[config.mk]
export PLATFORM = sky130hd
export DESIGN_NAME = three_tone_sine_synthesizer_unit_flat
export DESIGN_NICKNAME = d
export VERILOG_FILES = /design/src/rtl/tts_pkg.sv /design/src/rtl/tts_req_if.sv /design/src/rtl/tts_rsp_if.sv /design/src/rtl/three_tone_sine_synthesizer_unit.sv /design/src/rtl/tts_tone_path.sv /design/src/flat_wrapper.sv
export VERILOG_INCLUDE_DIRS = /design/src /design/src/rtl
export SDC_FILE = /design/constraint.sdc
export NUM_CORES = 2
export LEC_CHECK = 0
export ABC_CLOCK_PERIOD_IN_PS = 10400
export BUFFER_PORTS_ARGS = -buffer_cell sky130_fd_sc_hd__buf_2
export CORE_UTILIZATION = 62
export CTS_CLUSTER_DIAMETER = 30
export CTS_CLUSTER_SIZE = 8
export DETAILED_ROUTE_END_ITERATION = 8
export PLACE_DENSITY = 0.82
export SYNTH_ARGS = -nofsm -noshare
export SYNTH_HDL_FRONTEND = slang
export SYNTH_HIERARCHICAL = 1
export SYNTH_SLANG_ARGS = --single-unit
export TNS_END_PERCENT = 50
[constraint.sdc]
create_clock -name clock -period 10.4 [get_ports clock]
set_clock_uncertainty 0.05 [all_clocks]
set_input_delay 2.08 -clock clock [delete_from_list [all_inputs] [get_ports clock]]
set_output_delay 2.08 -clock clock [all_outputs]
set_load 0.01 [all_outputs]
[src/rtl/three_tone_sine_synthesizer_unit_macros.svh]
// Assertion macros used by the three-tone synthesizer top level
`ifndef THREE_TONE_SINE_SYNTHESIZER_UNIT_MACROS_SVH
`define THREE_TONE_SINE_SYNTHESIZER_UNIT_MACROS_SVH

// consequent checked in the same cycle as the antecedent
`define TTS_ASSERT_NOW(label, ante, cons, msg) \
   label: assert property (@(posedge clock) disable iff (reset) (ante) |-> (cons)) \
      else $error(msg);

// consequent checked in the cycle after the antecedent
`define TTS_ASSERT_NEXT(label, ante, cons, msg) \
   label: assert property (@(posedge clock) disable iff (reset) (ante) |=> (cons)) \
      else $error(msg);

`endif

[src/rtl/tts_pkg.sv]
// Constants, types and sine table builder for the three-tone synthesizer
`default_nettype none
package tts_pkg;

   localparam int PHASE_BITS     = 32;
   localparam int ADDR_BITS      = 10;
   localparam int QUARTER_BITS   = ADDR_BITS - 2;
   localparam int QUARTER        = 1 << QUARTER_BITS;
   localparam int SINE_MAG_BITS  = 15;
   localparam int AMP_BITS       = 15;
   localparam int FREQ_BITS      = 32;
   localparam int SAMPLE_BITS    = 16;
   localparam int SUM_BITS       = SAMPLE_BITS + 2;
   localparam int NUM_TONES      = 3;
   localparam int CSR_INDEX_BITS = 3;
   localparam int CSR_DATA_BITS  = 32;

   localparam logic [FREQ_BITS-1:0] FREQ_ONE_RESET   = 32'd42852281;
   localparam logic [FREQ_BITS-1:0] FREQ_TWO_RESET   = 32'd21426141;
   localparam logic [FREQ_BITS-1:0] FREQ_THREE_RESET = 32'd32139211;
   localparam logic [AMP_BITS-1:0]  AMP_ONE_RESET    = 15'd10000;
   localparam logic [AMP_BITS-1:0]  AMP_TWO_RESET    = 15'd5000;
   localparam logic [AMP_BITS-1:0]  AMP_THREE_RESET  = 15'd7500;

   localparam logic [63:0] ONE_Q30     = 64'd1 << 30;
   localparam logic [63:0] HALF_PI_Q30 = 64'd1686629713;

   typedef enum logic [CSR_INDEX_BITS-1:0] {
      CSR_FREQ_ONE   = 3'd0,
      CSR_FREQ_TWO   = 3'd1,
      CSR_FREQ_THREE = 3'd2,
      CSR_AMP_ONE    = 3'd3,
      CSR_AMP_TWO    = 3'd4,
      CSR_AMP_THREE  = 3'd5
   } csr_index_type;

   // pipeline load strobes handed to each tone path
   typedef struct packed {
      logic s1_load;
      logic s2_load;
   } tts_adv_type;

   typedef logic [SINE_MAG_BITS-1:0] quarter_table_type [QUARTER];

   // one step of the Horner series: t = 1 - x2 * t / div, floored at zero
   function automatic logic [63:0] horner_step(input logic [63:0] d);
      return (d >= ONE_Q30) ? 64'd0 : ONE_Q30 - d;
   endfunction

   // sin(x) for x in Q2.30 on the first quarter wave
   function automatic logic [63:0] quarter_sine_q30(input logic [63:0] x);
      logic [63:0] x2;
      logic [63:0] t;
      x2 = (x * x) >> 30;
      t  = ONE_Q30;
      t  = horner_step(((x2 * t) >> 30) / 156);
      t  = horner_step(((x2 * t) >> 30) / 110);
      t  = horner_step(((x2 * t) >> 30) / 72);
      t  = horner_step(((x2 * t) >> 30) / 42);
      t  = horner_step(((x2 * t) >> 30) / 20);
      t  = horner_step(((x2 * t) >> 30) / 6);
      return (x * t) >> 30;
   endfunction

   // Q0.15 magnitude of the sine at quarter-wave position q (0..QUARTER)
   function automatic logic [SINE_MAG_BITS-1:0] sine_magnitude(input int q);
      logic [63:0] x;
      logic [63:0] s;
      logic [63:0] m;
      x = (64'(q) * HALF_PI_Q30) >> QUARTER_BITS;
      s = quarter_sine_q30(x);
      m = (s * 64'd32768 + (64'd1 << 29)) >> 30;
      if (m > 64'd32767) begin
         m = 64'd32767;
      end
      return m[SINE_MAG_BITS-1:0];
   endfunction

   function automatic quarter_table_type build_quarter_table();
      quarter_table_type tbl;
      for (int k = 0; k < QUARTER; k++) begin
         tbl[k] = sine_magnitude(k);
      end
      return tbl;
   endfunction

   localparam quarter_table_type SINE_QUARTER = build_quarter_table();
   localparam logic [SINE_MAG_BITS-1:0] SINE_PEAK = sine_magnitude(QUARTER);

endpackage
`default_nettype wire

[src/rtl/tts_req_if.sv]
// Request channel interface: one tick word with the restart flag
`default_nettype none
interface tts_req_if;
   logic valid;
   logic ready;
   logic restart;

   modport source (output valid, output restart, input ready);
   modport sink   (input valid, input restart, output ready);
endinterface
`default_nettype wire

[src/rtl/tts_rsp_if.sv]
// Response channel interface: three tone samples and their mix
`default_nettype none
interface tts_rsp_if;
   logic               valid;
   logic               ready;
   logic signed [15:0] tone_one_sample;
   logic signed [15:0] tone_two_sample;
   logic signed [15:0] tone_three_sample;
   logic signed [15:0] mixed_sample;

   modport source (output valid, output tone_one_sample, output tone_two_sample,
                   output tone_three_sample, output mixed_sample, input ready);
   modport sink   (input valid, input tone_one_sample, input tone_two_sample,
                   input tone_three_sample, input mixed_sample, output ready);
endinterface
`default_nettype wire

[src/rtl/three_tone_sine_synthesizer_unit.sv]
// Top level of the three-tone sine synthesizer: registers, phases and mixing
//
//  channel  | direction | word contents
//  ---------+-----------+----------------------------------------------
//  req_bus  | in        | restart flag, one word per audio sample
//  rsp_bus  | out       | three tone samples and their saturated mix
//  csr_*    | in        | write-only tone frequency and amplitude regs
//
// One word is accepted every cycle while the lookup stage can advance; its
// result word passes the lookup and amplitude multiply registers, then is
// mixed and saturated into the output register: up to three words in flight.
// Synchronous active-high reset clears the phases and pipeline valids and
// loads the register defaults. A stalled response holds only as far back as
// it must: empty stages upstream keep taking words.
`default_nettype none
`include "three_tone_sine_synthesizer_unit_macros.svh"
module three_tone_sine_synthesizer_unit (
   input  wire logic                                clock,
   input  wire logic                                reset,
   tts_req_if.sink                                  req_bus,
   tts_rsp_if.source                                rsp_bus,
   input  wire logic                                csr_wr_en,
   input  wire logic [tts_pkg::CSR_INDEX_BITS-1:0]  csr_index,
   input  wire logic [tts_pkg::CSR_DATA_BITS-1:0]   csr_wr_data
);
   import tts_pkg::*;

   logic [FREQ_BITS-1:0]  freq_ff  [NUM_TONES];
   logic [FREQ_BITS-1:0]  freq_in  [NUM_TONES];
   logic [AMP_BITS-1:0]   amp_ff   [NUM_TONES];
   logic [AMP_BITS-1:0]   amp_in   [NUM_TONES];
   logic [PHASE_BITS-1:0] phase_ff [NUM_TONES];
   logic [PHASE_BITS-1:0] phase_in [NUM_TONES];
   logic [PHASE_BITS-1:0] phase_cur [NUM_TONES];

   logic signed [SAMPLE_BITS-1:0] tone [NUM_TONES];

   logic s1_valid_ff, s1_valid_in;
   logic s2_valid_ff, s2_valid_in;
   logic rsp_valid_ff, rsp_valid_in;
   logic out_adv, s2_adv, s1_adv, accept, out_load;
   tts_adv_type adv;

   logic signed [SUM_BITS-1:0]    mix_sum;
   logic signed [SAMPLE_BITS-1:0] mix_sat;
   logic signed [SAMPLE_BITS-1:0] t1_ff, t1_in, t2_ff, t2_in, t3_ff, t3_in;
   logic signed [SAMPLE_BITS-1:0] mix_ff, mix_in;

   // stage advance: move when the next stage is empty or moving
   always_comb begin
      out_adv     = !rsp_valid_ff || rsp_bus.ready;
      s2_adv      = !s2_valid_ff || out_adv;
      s1_adv      = !s1_valid_ff || s2_adv;
      accept      = req_bus.valid && s1_adv;
      out_load    = out_adv && s2_valid_ff;
      adv.s1_load = accept;
      adv.s2_load = s2_adv && s1_valid_ff;
      s1_valid_in  = s1_adv ? accept : s1_valid_ff;
      s2_valid_in  = s2_adv ? s1_valid_ff : s2_valid_ff;
      rsp_valid_in = out_adv ? s2_valid_ff : rsp_valid_ff;
   end

   assign req_bus.ready = s1_adv;

   // register writes
   always_comb begin
      freq_in = freq_ff;
      amp_in  = amp_ff;
      if (csr_wr_en) begin
         case (csr_index_type'(csr_index))
            CSR_FREQ_ONE:   freq_in[0] = csr_wr_data[FREQ_BITS-1:0];
            CSR_FREQ_TWO:   freq_in[1] = csr_wr_data[FREQ_BITS-1:0];
            CSR_FREQ_THREE: freq_in[2] = csr_wr_data[FREQ_BITS-1:0];
            CSR_AMP_ONE:    amp_in[0]  = csr_wr_data[AMP_BITS-1:0];
            CSR_AMP_TWO:    amp_in[1]  = csr_wr_data[AMP_BITS-1:0];
            CSR_AMP_THREE:  amp_in[2]  = csr_wr_data[AMP_BITS-1:0];
            default: ;
         endcase
      end
   end

   // phase accumulators: sample at the current phase, then advance
   always_comb begin
      for (int t = 0; t < NUM_TONES; t++) begin
         phase_cur[t] = req_bus.restart ? '0 : phase_ff[t];
         phase_in[t]  = accept ? phase_cur[t] + PHASE_BITS'(freq_ff[t]) : phase_ff[t];
      end
   end

   for (genvar g = 0; g < NUM_TONES; g++) begin : g_tone
      tts_tone_path u_path (
         .clock       (clock),
         .adv         (adv),
         .phase       (phase_cur[g]),
         .amplitude   (amp_ff[g]),
         .tone_sample (tone[g])
      );
   end

   // mix and clamp to the 16-bit range
   always_comb begin
      mix_sum = SUM_BITS'(tone[0]) + SUM_BITS'(tone[1]) + SUM_BITS'(tone[2]);
      if (mix_sum > SUM_BITS'(32767)) begin
         mix_sat = 16'sh7FFF;
      end else if (mix_sum < -SUM_BITS'(32768)) begin
         mix_sat = -16'sh8000;
      end else begin
         mix_sat = mix_sum[SAMPLE_BITS-1:0];
      end
      t1_in  = out_load ? tone[0] : t1_ff;
      t2_in  = out_load ? tone[1] : t2_ff;
      t3_in  = out_load ? tone[2] : t3_ff;
      mix_in = out_load ? mix_sat : mix_ff;
   end

   always_ff @(posedge clock) begin
      if (reset) begin
         freq_ff[0]   <= FREQ_ONE_RESET;
         freq_ff[1]   <= FREQ_TWO_RESET;
         freq_ff[2]   <= FREQ_THREE_RESET;
         amp_ff[0]    <= AMP_ONE_RESET;
         amp_ff[1]    <= AMP_TWO_RESET;
         amp_ff[2]    <= AMP_THREE_RESET;
         phase_ff     <= '{default: '0};
         s1_valid_ff  <= 1'b0;
         s2_valid_ff  <= 1'b0;
         rsp_valid_ff <= 1'b0;
      end else begin
         freq_ff      <= freq_in;
         amp_ff       <= amp_in;
         phase_ff     <= phase_in;
         s1_valid_ff  <= s1_valid_in;
         s2_valid_ff  <= s2_valid_in;
         rsp_valid_ff <= rsp_valid_in;
      end
   end

   always_ff @(posedge clock) begin
      t1_ff  <= t1_in;
      t2_ff  <= t2_in;
      t3_ff  <= t3_in;
      mix_ff <= mix_in;
   end

   assign rsp_bus.valid             = rsp_valid_ff;
   assign rsp_bus.tone_one_sample   = t1_ff;
   assign rsp_bus.tone_two_sample   = t2_ff;
   assign rsp_bus.tone_three_sample = t3_ff;
   assign rsp_bus.mixed_sample      = mix_ff;

   `TTS_ASSERT_NEXT(a_restart_phase, accept && req_bus.restart,
      phase_ff[0] == PHASE_BITS'($past(freq_ff[0])), "restart did not reload phase")
   `TTS_ASSERT_NEXT(a_phase_hold, !accept, $stable(phase_ff[1]),
      "phase moved without an accepted word")
   `TTS_ASSERT_NOW(a_no_overrun, s1_valid_ff && !s2_adv, !accept,
      "word accepted over a blocked lookup stage")
   `TTS_ASSERT_NEXT(a_accept_fills, accept, s1_valid_ff,
      "accepted word missing from lookup stage")

endmodule
`default_nettype wire

[src/rtl/tts_tone_path.sv]
// One tone: quarter-wave sine lookup, then amplitude scaling
`default_nettype none
module tts_tone_path (
   input  wire logic                                 clock,
   input  wire tts_pkg::tts_adv_type                 adv,
   input  wire logic [tts_pkg::PHASE_BITS-1:0]       phase,
   input  wire logic [tts_pkg::AMP_BITS-1:0]         amplitude,
   output logic signed [tts_pkg::SAMPLE_BITS-1:0]    tone_sample
);
   import tts_pkg::*;

   logic [ADDR_BITS-1:0]        addr;
   logic [1:0]                  quad;
   logic [QUARTER_BITS-1:0]     quarter_pos;
   logic [QUARTER_BITS-1:0]     quarter_idx;
   logic                        is_peak;
   logic [SINE_MAG_BITS-1:0]    sine_mag;
   logic [2*SINE_MAG_BITS-1:0]  product;

   logic                        neg1_ff, neg1_in;
   logic [SINE_MAG_BITS-1:0]    sine1_ff, sine1_in;
   logic                        neg2_ff, neg2_in;
   logic [SINE_MAG_BITS-1:0]    scaled2_ff, scaled2_in;

   // fold the phase into the first quarter wave
   always_comb begin
      addr        = phase[PHASE_BITS-1 -: ADDR_BITS];
      quad        = addr[ADDR_BITS-1 -: 2];
      quarter_pos = addr[QUARTER_BITS-1:0];
      quarter_idx = quad[0] ? (QUARTER_BITS'(0) - quarter_pos) : quarter_pos;
      is_peak     = quad[0] && (quarter_pos == '0);
      sine_mag    = is_peak ? SINE_PEAK : SINE_QUARTER[quarter_idx];
      neg1_in     = adv.s1_load ? quad[1] : neg1_ff;
      sine1_in    = adv.s1_load ? sine_mag : sine1_ff;
   end

   // scale by amplitude, truncate toward zero on the magnitude
   always_comb begin
      product    = (2*SINE_MAG_BITS)'(sine1_ff) * (2*SINE_MAG_BITS)'(amplitude);
      neg2_in    = adv.s2_load ? neg1_ff : neg2_ff;
      scaled2_in = adv.s2_load ? product[2*SINE_MAG_BITS-1 -: SINE_MAG_BITS] : scaled2_ff;
   end

   always_ff @(posedge clock) begin
      neg1_ff    <= neg1_in;
      sine1_ff   <= sine1_in;
      neg2_ff    <= neg2_in;
      scaled2_ff <= scaled2_in;
   end

   assign tone_sample = neg2_ff ? -$signed({1'b0, scaled2_ff})
                                :  $signed({1'b0, scaled2_ff});

endmodule
`default_nettype wire
[src/flat_wrapper.sv]
// flat-port wrapper written by rule: the top's interface ports become plain ports
module three_tone_sine_synthesizer_unit_flat import tts_pkg::*;
  (clock, reset, csr_wr_en, csr_index, csr_wr_data, req_bus_valid, req_bus_restart, req_bus_ready, rsp_bus_valid, rsp_bus_tone_one_sample, rsp_bus_tone_two_sample, rsp_bus_tone_three_sample, rsp_bus_mixed_sample, rsp_bus_ready);
  tts_req_if req_bus_i ();
  tts_rsp_if rsp_bus_i ();
  input  wire logic clock;
  input  wire logic reset;
  input  wire logic csr_wr_en;
  input  wire logic [tts_pkg::CSR_INDEX_BITS-1:0] csr_index;
  input  wire logic [tts_pkg::CSR_DATA_BITS-1:0] csr_wr_data;
  input wire logic [$bits(req_bus_i.valid)-1:0] req_bus_valid;
  input wire logic [$bits(req_bus_i.restart)-1:0] req_bus_restart;
  output wire logic [$bits(req_bus_i.ready)-1:0] req_bus_ready;
  output wire logic [$bits(rsp_bus_i.valid)-1:0] rsp_bus_valid;
  output wire logic [$bits(rsp_bus_i.tone_one_sample)-1:0] rsp_bus_tone_one_sample;
  output wire logic [$bits(rsp_bus_i.tone_two_sample)-1:0] rsp_bus_tone_two_sample;
  output wire logic [$bits(rsp_bus_i.tone_three_sample)-1:0] rsp_bus_tone_three_sample;
  output wire logic [$bits(rsp_bus_i.mixed_sample)-1:0] rsp_bus_mixed_sample;
  input wire logic [$bits(rsp_bus_i.ready)-1:0] rsp_bus_ready;
  assign req_bus_i.valid = req_bus_valid;
  assign req_bus_i.restart = req_bus_restart;
  assign req_bus_ready = req_bus_i.ready;
  assign rsp_bus_valid = rsp_bus_i.valid;
  assign rsp_bus_tone_one_sample = rsp_bus_i.tone_one_sample;
  assign rsp_bus_tone_two_sample = rsp_bus_i.tone_two_sample;
  assign rsp_bus_tone_three_sample = rsp_bus_i.tone_three_sample;
  assign rsp_bus_mixed_sample = rsp_bus_i.mixed_sample;
  assign rsp_bus_i.ready = rsp_bus_ready;
  three_tone_sine_synthesizer_unit u_core (.clock(clock), .reset(reset), .req_bus(req_bus_i), .rsp_bus(rsp_bus_i), .csr_wr_en(csr_wr_en), .csr_index(csr_index), .csr_wr_data(csr_wr_data));
endmodule
==> load_flow_metrics.sql <==
INSERT INTO impl_metrics (metric_group, metric, value, unit) VALUES
('run_status', 'outcome', 'complete, but fails checks', ''),
('run_status', 'failing_checks', 'DRC', ''),
('synthesis', 'synthesis.yosys.warnings', '6', ''),
('critical_path', 'crit_fanout', '15', ''),
('grt', 'first_pass_grt_wire_length', '320000', 'µm'),
('route', 'detailedRoute.firstPassIterationCount', '9', ''),
('sta', 'timing.final.crit_share', '70.1', '%'),
('synthesis', 'share_of_async_settable_or_async_resettable_flops_after_synthesis', '0', '%'),
('synthesis', 'netlist_area', '55500', 'µm²'),
('sta', 'finalMaxSlewViolations', '0', ''),
('route', 'via_per_inst', '6.91', ''),
('floorplan', 'die_width', '301', 'µm'),
('cts', 'cts_htree_levels', '3', ''),
('synthesis', 'synth_xor_xnor_area_share', '3.02', '%'),
('power', 'power_frac_seq', '17.5', '%'),
('critical_path', 'worstSetupStartpointType', 'register', ''),
('synthesis', 'synth_top_family_by_area', 'adder cells', ''),
('cts', 'cts-hold-fix-buffers', '0', ''),
('synthesis', 'synth_edf_count', '160', ''),
('critical_path', 'critPathArrivalTime', '7660', 'ps'),
('power', 'switchingPower', '0.00611', 'W'),
('sta', 'final.min_clock_period', '7290', 'ps'),
('power', 'pwr_density_cell', '222', 'nW/µm²'),
('sta', 'report.final.hold_viol_count', '0', ''),
('cts', 'postCtsSetupRepairBufs', '0', ''),
('route', 'drc', '69', ''),
('floorplan', 'floorplan.initialDensity', '62.7', '%'),
('cts', 'clk_pin_slew', '50', 'ps'),
('power', 'leakage', '26.5', 'nW'),
('power', 'comb_power_share', '58.8', '%'),
('grt', 'initial_antenna_violation_count', '10', ''),
('cts', 'cts.root.buffer_cell', 'sky130_fd_sc_hd__clkbuf_16', ''),
('critical_path', 'end_kind', 'register', ''),
('finish', 'layout.filler_cells', '6763', ''),
('power', 'internal-power', '0.00718', 'W'),
('synthesis', 'postSynthNetCount', '7981', ''),
('sta', 'timing.max_slew.rel_slack', '3.18', '%'),
('cts', 'numClockSinks', '400', ''),
('finish', 'post-route-cell-area', '59900', 'µm²'),
('synthesis', 'synth_simple_gate_area_share', '21.3', '%'),
('sta', 'setup_viol_count_final', '0', ''),
('critical_path', 'timing.setup.critical_path_class', 'register to register', ''),
('placed_design', 'placedCellCount', '7866', ''),
('synthesis', 'synthesized_area_fraction_occupied_by_adder_cells', '28.5', '%'),
('flow_run', 'max_cap_violations', '0', ''),
('synthesis', 'syn_avg_cell_area', '7.95', 'µm²'),
('sta', 'rsz_0062_raised_after_global_routing', 'false', ''),
('worst_hold_path', 'hold_path.class', 'register to register', ''),
('grt', 'globalRoute.totalOverflow', '0', ''),
('floorplan', 'ios', '107', ''),
('placed_design', 'io_buffer_count', '106', ''),
('floorplan', 'core', '88500', 'µm²'),
('synthesis', 'dominantRegCellSynth', 'sky130_fd_sc_hd__dfxtp_1', ''),
('route', 'num_vias', '55600', ''),
('placed_design', 'finalWeightedCongestion', '1.05', ''),
('placed_design', 'placedInstanceArea', '56500', 'µm²'),
('grt', 'global_route.usage.total', '45.5', '%'),
('finish', 'areaGrowthSynthToFinish', '7.85', '%'),
('floorplan', 'die_area', '90800', 'µm²'),
('synthesis', 'synth-compound-area-share', '21.1', '%'),
('critical_path', 'worst-endpoint-required', '10770', 'ps'),
('cts', 'cts_inserted_buffers', '98', ''),
('power', 'p_total', '0.0133', 'W'),
('synthesis', 'yosys-mux-area-fraction', '0.611', '%'),
('finish', 'multi_input_area', '41600', 'µm²'),
('power', 'sw_frac_of_total', '45.9', '%'),
('finish', 'number_of_nets_in_the_layout', '7793', ''),
('cts', 'clock_tree.buffer_depth', '3', ''),
('cts', 'tritoncts', 'done', ''),
('route', 'route.final.wire_length', '211000', 'µm'),
('synthesis', 'seq_area_frac_synth', '17.3', '%');
path summary, 6_finish.rpt:
check | depth (start not counted) | end | startpoint
max | 19 | u_core/g_tone[0].u_path/scaled2_ff[11] | u_core/g_tone[0].u_path/sine1_ff[6]
min | 0 | u_core/g_tone[0].u_path/neg2_ff | u_core/g_tone[0].u_path/neg1_ff
min reg2reg | 0 | u_core/g_tone[0].u_path/neg2_ff | u_core/g_tone[0].u_path/neg1_ff
max reg2reg | 19 | u_core/g_tone[0].u_path/scaled2_ff[11] | u_core/g_tone[0].u_path/sine1_ff[6]
cell usage after synthesis, types with 19 or more instances:
cell type	n	share of area, %
sky130_fd_sc_hd__a211o_1	19	0.30
sky130_fd_sc_hd__a211oi_1	86	1.2
sky130_fd_sc_hd__a21o_1	87	1.2
sky130_fd_sc_hd__a21oi_1	519	4.7
sky130_fd_sc_hd__a221oi_1	35	0.55
sky130_fd_sc_hd__a22oi_1	22	0.30
sky130_fd_sc_hd__a311oi_1	23	0.36
sky130_fd_sc_hd__a31oi_1	93	1.0
sky130_fd_sc_hd__a32oi_1	23	0.36
sky130_fd_sc_hd__and2_1	411	4.6
sky130_fd_sc_hd__and3_1	35	0.39
sky130_fd_sc_hd__buf_1	30	0.20
sky130_fd_sc_hd__buf_2	125	1.1
sky130_fd_sc_hd__clkbuf_1	330	2.2
sky130_fd_sc_hd__dfxtp_1	240	8.7
sky130_fd_sc_hd__edfxtp_1	160	8.7
sky130_fd_sc_hd__fa_1	518	19
sky130_fd_sc_hd__ha_1	433	9.8
sky130_fd_sc_hd__inv_1	630	4.3
sky130_fd_sc_hd__mux2i_1	26	0.47
sky130_fd_sc_hd__nand2_1	1012	6.8
sky130_fd_sc_hd__nand2b_1	35	0.39
sky130_fd_sc_hd__nand3_1	206	1.9
sky130_fd_sc_hd__nand4_1	39	0.44
sky130_fd_sc_hd__nor2_1	338	2.3
sky130_fd_sc_hd__nor2b_1	128	1.4
sky130_fd_sc_hd__nor3_1	140	1.3
sky130_fd_sc_hd__o211ai_1	110	1.5
sky130_fd_sc_hd__o21a_1	43	0.58
sky130_fd_sc_hd__o21ai_0	338	3.0
sky130_fd_sc_hd__o21ai_1	25	0.23
sky130_fd_sc_hd__o221ai_1	33	0.52
sky130_fd_sc_hd__o22ai_1	36	0.41
sky130_fd_sc_hd__o311ai_0	45	0.71
sky130_fd_sc_hd__o31ai_1	40	0.54
sky130_fd_sc_hd__or3_1	31	0.35
sky130_fd_sc_hd__xnor2_1	128	2.0
sky130_fd_sc_hd__xor2_1	55	0.87
power groups by stage:
stage / registers (W) / logic, W / clock network, W
global placement: 0.00232 / 0.00675 / 0
detailed placement: 0.00234 / 0.00711 / 0
floorplan: 0.00222 / 0.00527 / 0
CTS: 0.00231 / 0.00750 / 0.00316
global route: 0.00234 / 0.00843 / 0.00325
finish: 0.00233 / 0.00781 / 0.00315
layout by cell type (no fill, tap or decap), types with 36 or more instances in the layout:
master and n:
sky130_fd_sc_hd__nand2_1 1010, sky130_fd_sc_hd__inv_1 627, sky130_fd_sc_hd__a21oi_1 518, sky130_fd_sc_hd__fa_1 518, sky130_fd_sc_hd__ha_1 433, sky130_fd_sc_hd__and2_1 410
sky130_fd_sc_hd__o21ai_0 337, sky130_fd_sc_hd__nor2_1 335, sky130_fd_sc_hd__dfxtp_1 240, sky130_fd_sc_hd__nand3_1 206, sky130_fd_sc_hd__edfxtp_1 160, sky130_fd_sc_hd__nor3_1 140
sky130_fd_sc_hd__nor2b_1 122, sky130_fd_sc_hd__xnor2_1 122, sky130_fd_sc_hd__o211ai_1 110, sky130_fd_sc_hd__buf_4 108, sky130_fd_sc_hd__buf_2 104, sky130_fd_sc_hd__clkbuf_16 99
sky130_fd_sc_hd__a31oi_1 92, sky130_fd_sc_hd__a21o_1 87, sky130_fd_sc_hd__a211oi_1 86, sky130_fd_sc_hd__xor2_1 51, sky130_fd_sc_hd__o311ai_0 45, sky130_fd_sc_hd__o21a_1 43
sky130_fd_sc_hd__o31ai_1 40, sky130_fd_sc_hd__nand4_1 39, sky130_fd_sc_hd__o22ai_1 36
final cells by class:
class | count | area share, %
repair buffers | 213 | 2.24
clock buffers | 119 | 4.29
diodes | 4 | 0.0167
well taps | 1165 | 2.43
clock inverters | 61 | 1.43
multi-input cells | 5447 | 69.5
inverters | 641 | 4.03
flip-flops and latches | 400 | 16.0
cell families after synthesis:
| group | after synthesis |
|---|---|
| xor gates and xnor gates | 187 |
| and+or+nand+nor | 2480 |
| AOI/OAI and AO/OA | 1793 |
| buffers and inverters | 1142 |
| adders and majority gates | 956 |
| muxes | 31 |
| DFF | 400 |
stage by stage:
stage,hold slack (ps),worst slack (ps),utilization [%]
detailed placement,355,3040,63.8
global route,403,2900,67.7
floorplan,350,3330,-
CTS,366,3320,67.7
finish,364,3110,67.7
global placement,355,3040,63.8
layer usage:
layer  vias to the layer above  part of all wire [%]  global-route usage (%)
met5                         -                 0.068                       0
met4                        16                   6.1                    24.5
met3                      1008                    13                    13.3
met2                      4105                    43                    69.1
met1                     26700                    38                    58.3
li1                      23800                     -                       -
critical path, cell delays in order (launching register included):
cell	delay, ps
sky130_fd_sc_hd__edfxtp_1	790
sky130_fd_sc_hd__nand2_1	180
sky130_fd_sc_hd__fa_1	560
sky130_fd_sc_hd__inv_1	60
sky130_fd_sc_hd__fa_1	550
sky130_fd_sc_hd__fa_1	450
sky130_fd_sc_hd__fa_1	520
sky130_fd_sc_hd__fa_1	560
sky130_fd_sc_hd__inv_1	60
sky130_fd_sc_hd__fa_1	530
sky130_fd_sc_hd__inv_1	40
sky130_fd_sc_hd__ha_1	350
sky130_fd_sc_hd__nand4_1	180
sky130_fd_sc_hd__nor2_1	290
sky130_fd_sc_hd__nand2_1	90
sky130_fd_sc_hd__o211ai_1	560
sky130_fd_sc_hd__o211ai_1	260
sky130_fd_sc_hd__a21boi_0	570
sky130_fd_sc_hd__mux2i_1	290
sky130_fd_sc_hd__nand2_1	90
state kept, by name (all words and copies together), names as in the netlist:
| register | cells |
|---|---|
| u_core/rsp_bus.mixed_sample | 16 |
| u_core/rsp_bus.tone_two_sample | 16 |
| u_core/amp_ff | 45 |
| u_core/rsp_bus.tone_one_sample | 16 |
| u_core/g_tone.u_path/sine1_ff | 45 |
| u_core/g_tone.u_path/neg1_ff | 3 |
| u_core/phase_ff | 96 |
| u_core/s2_valid_ff | 1 |
| u_core/g_tone.u_path/neg2_ff | 3 |
| u_core/rsp_bus.valid | 1 |
| u_core/s1_valid_ff | 1 |
| u_core/rsp_bus.tone_three_sample | 16 |
| u_core/freq_ff | 96 |
| u_core/g_tone.u_path/scaled2_ff | 45 |
Note: power is estimated with default switching activity, not from simulation.
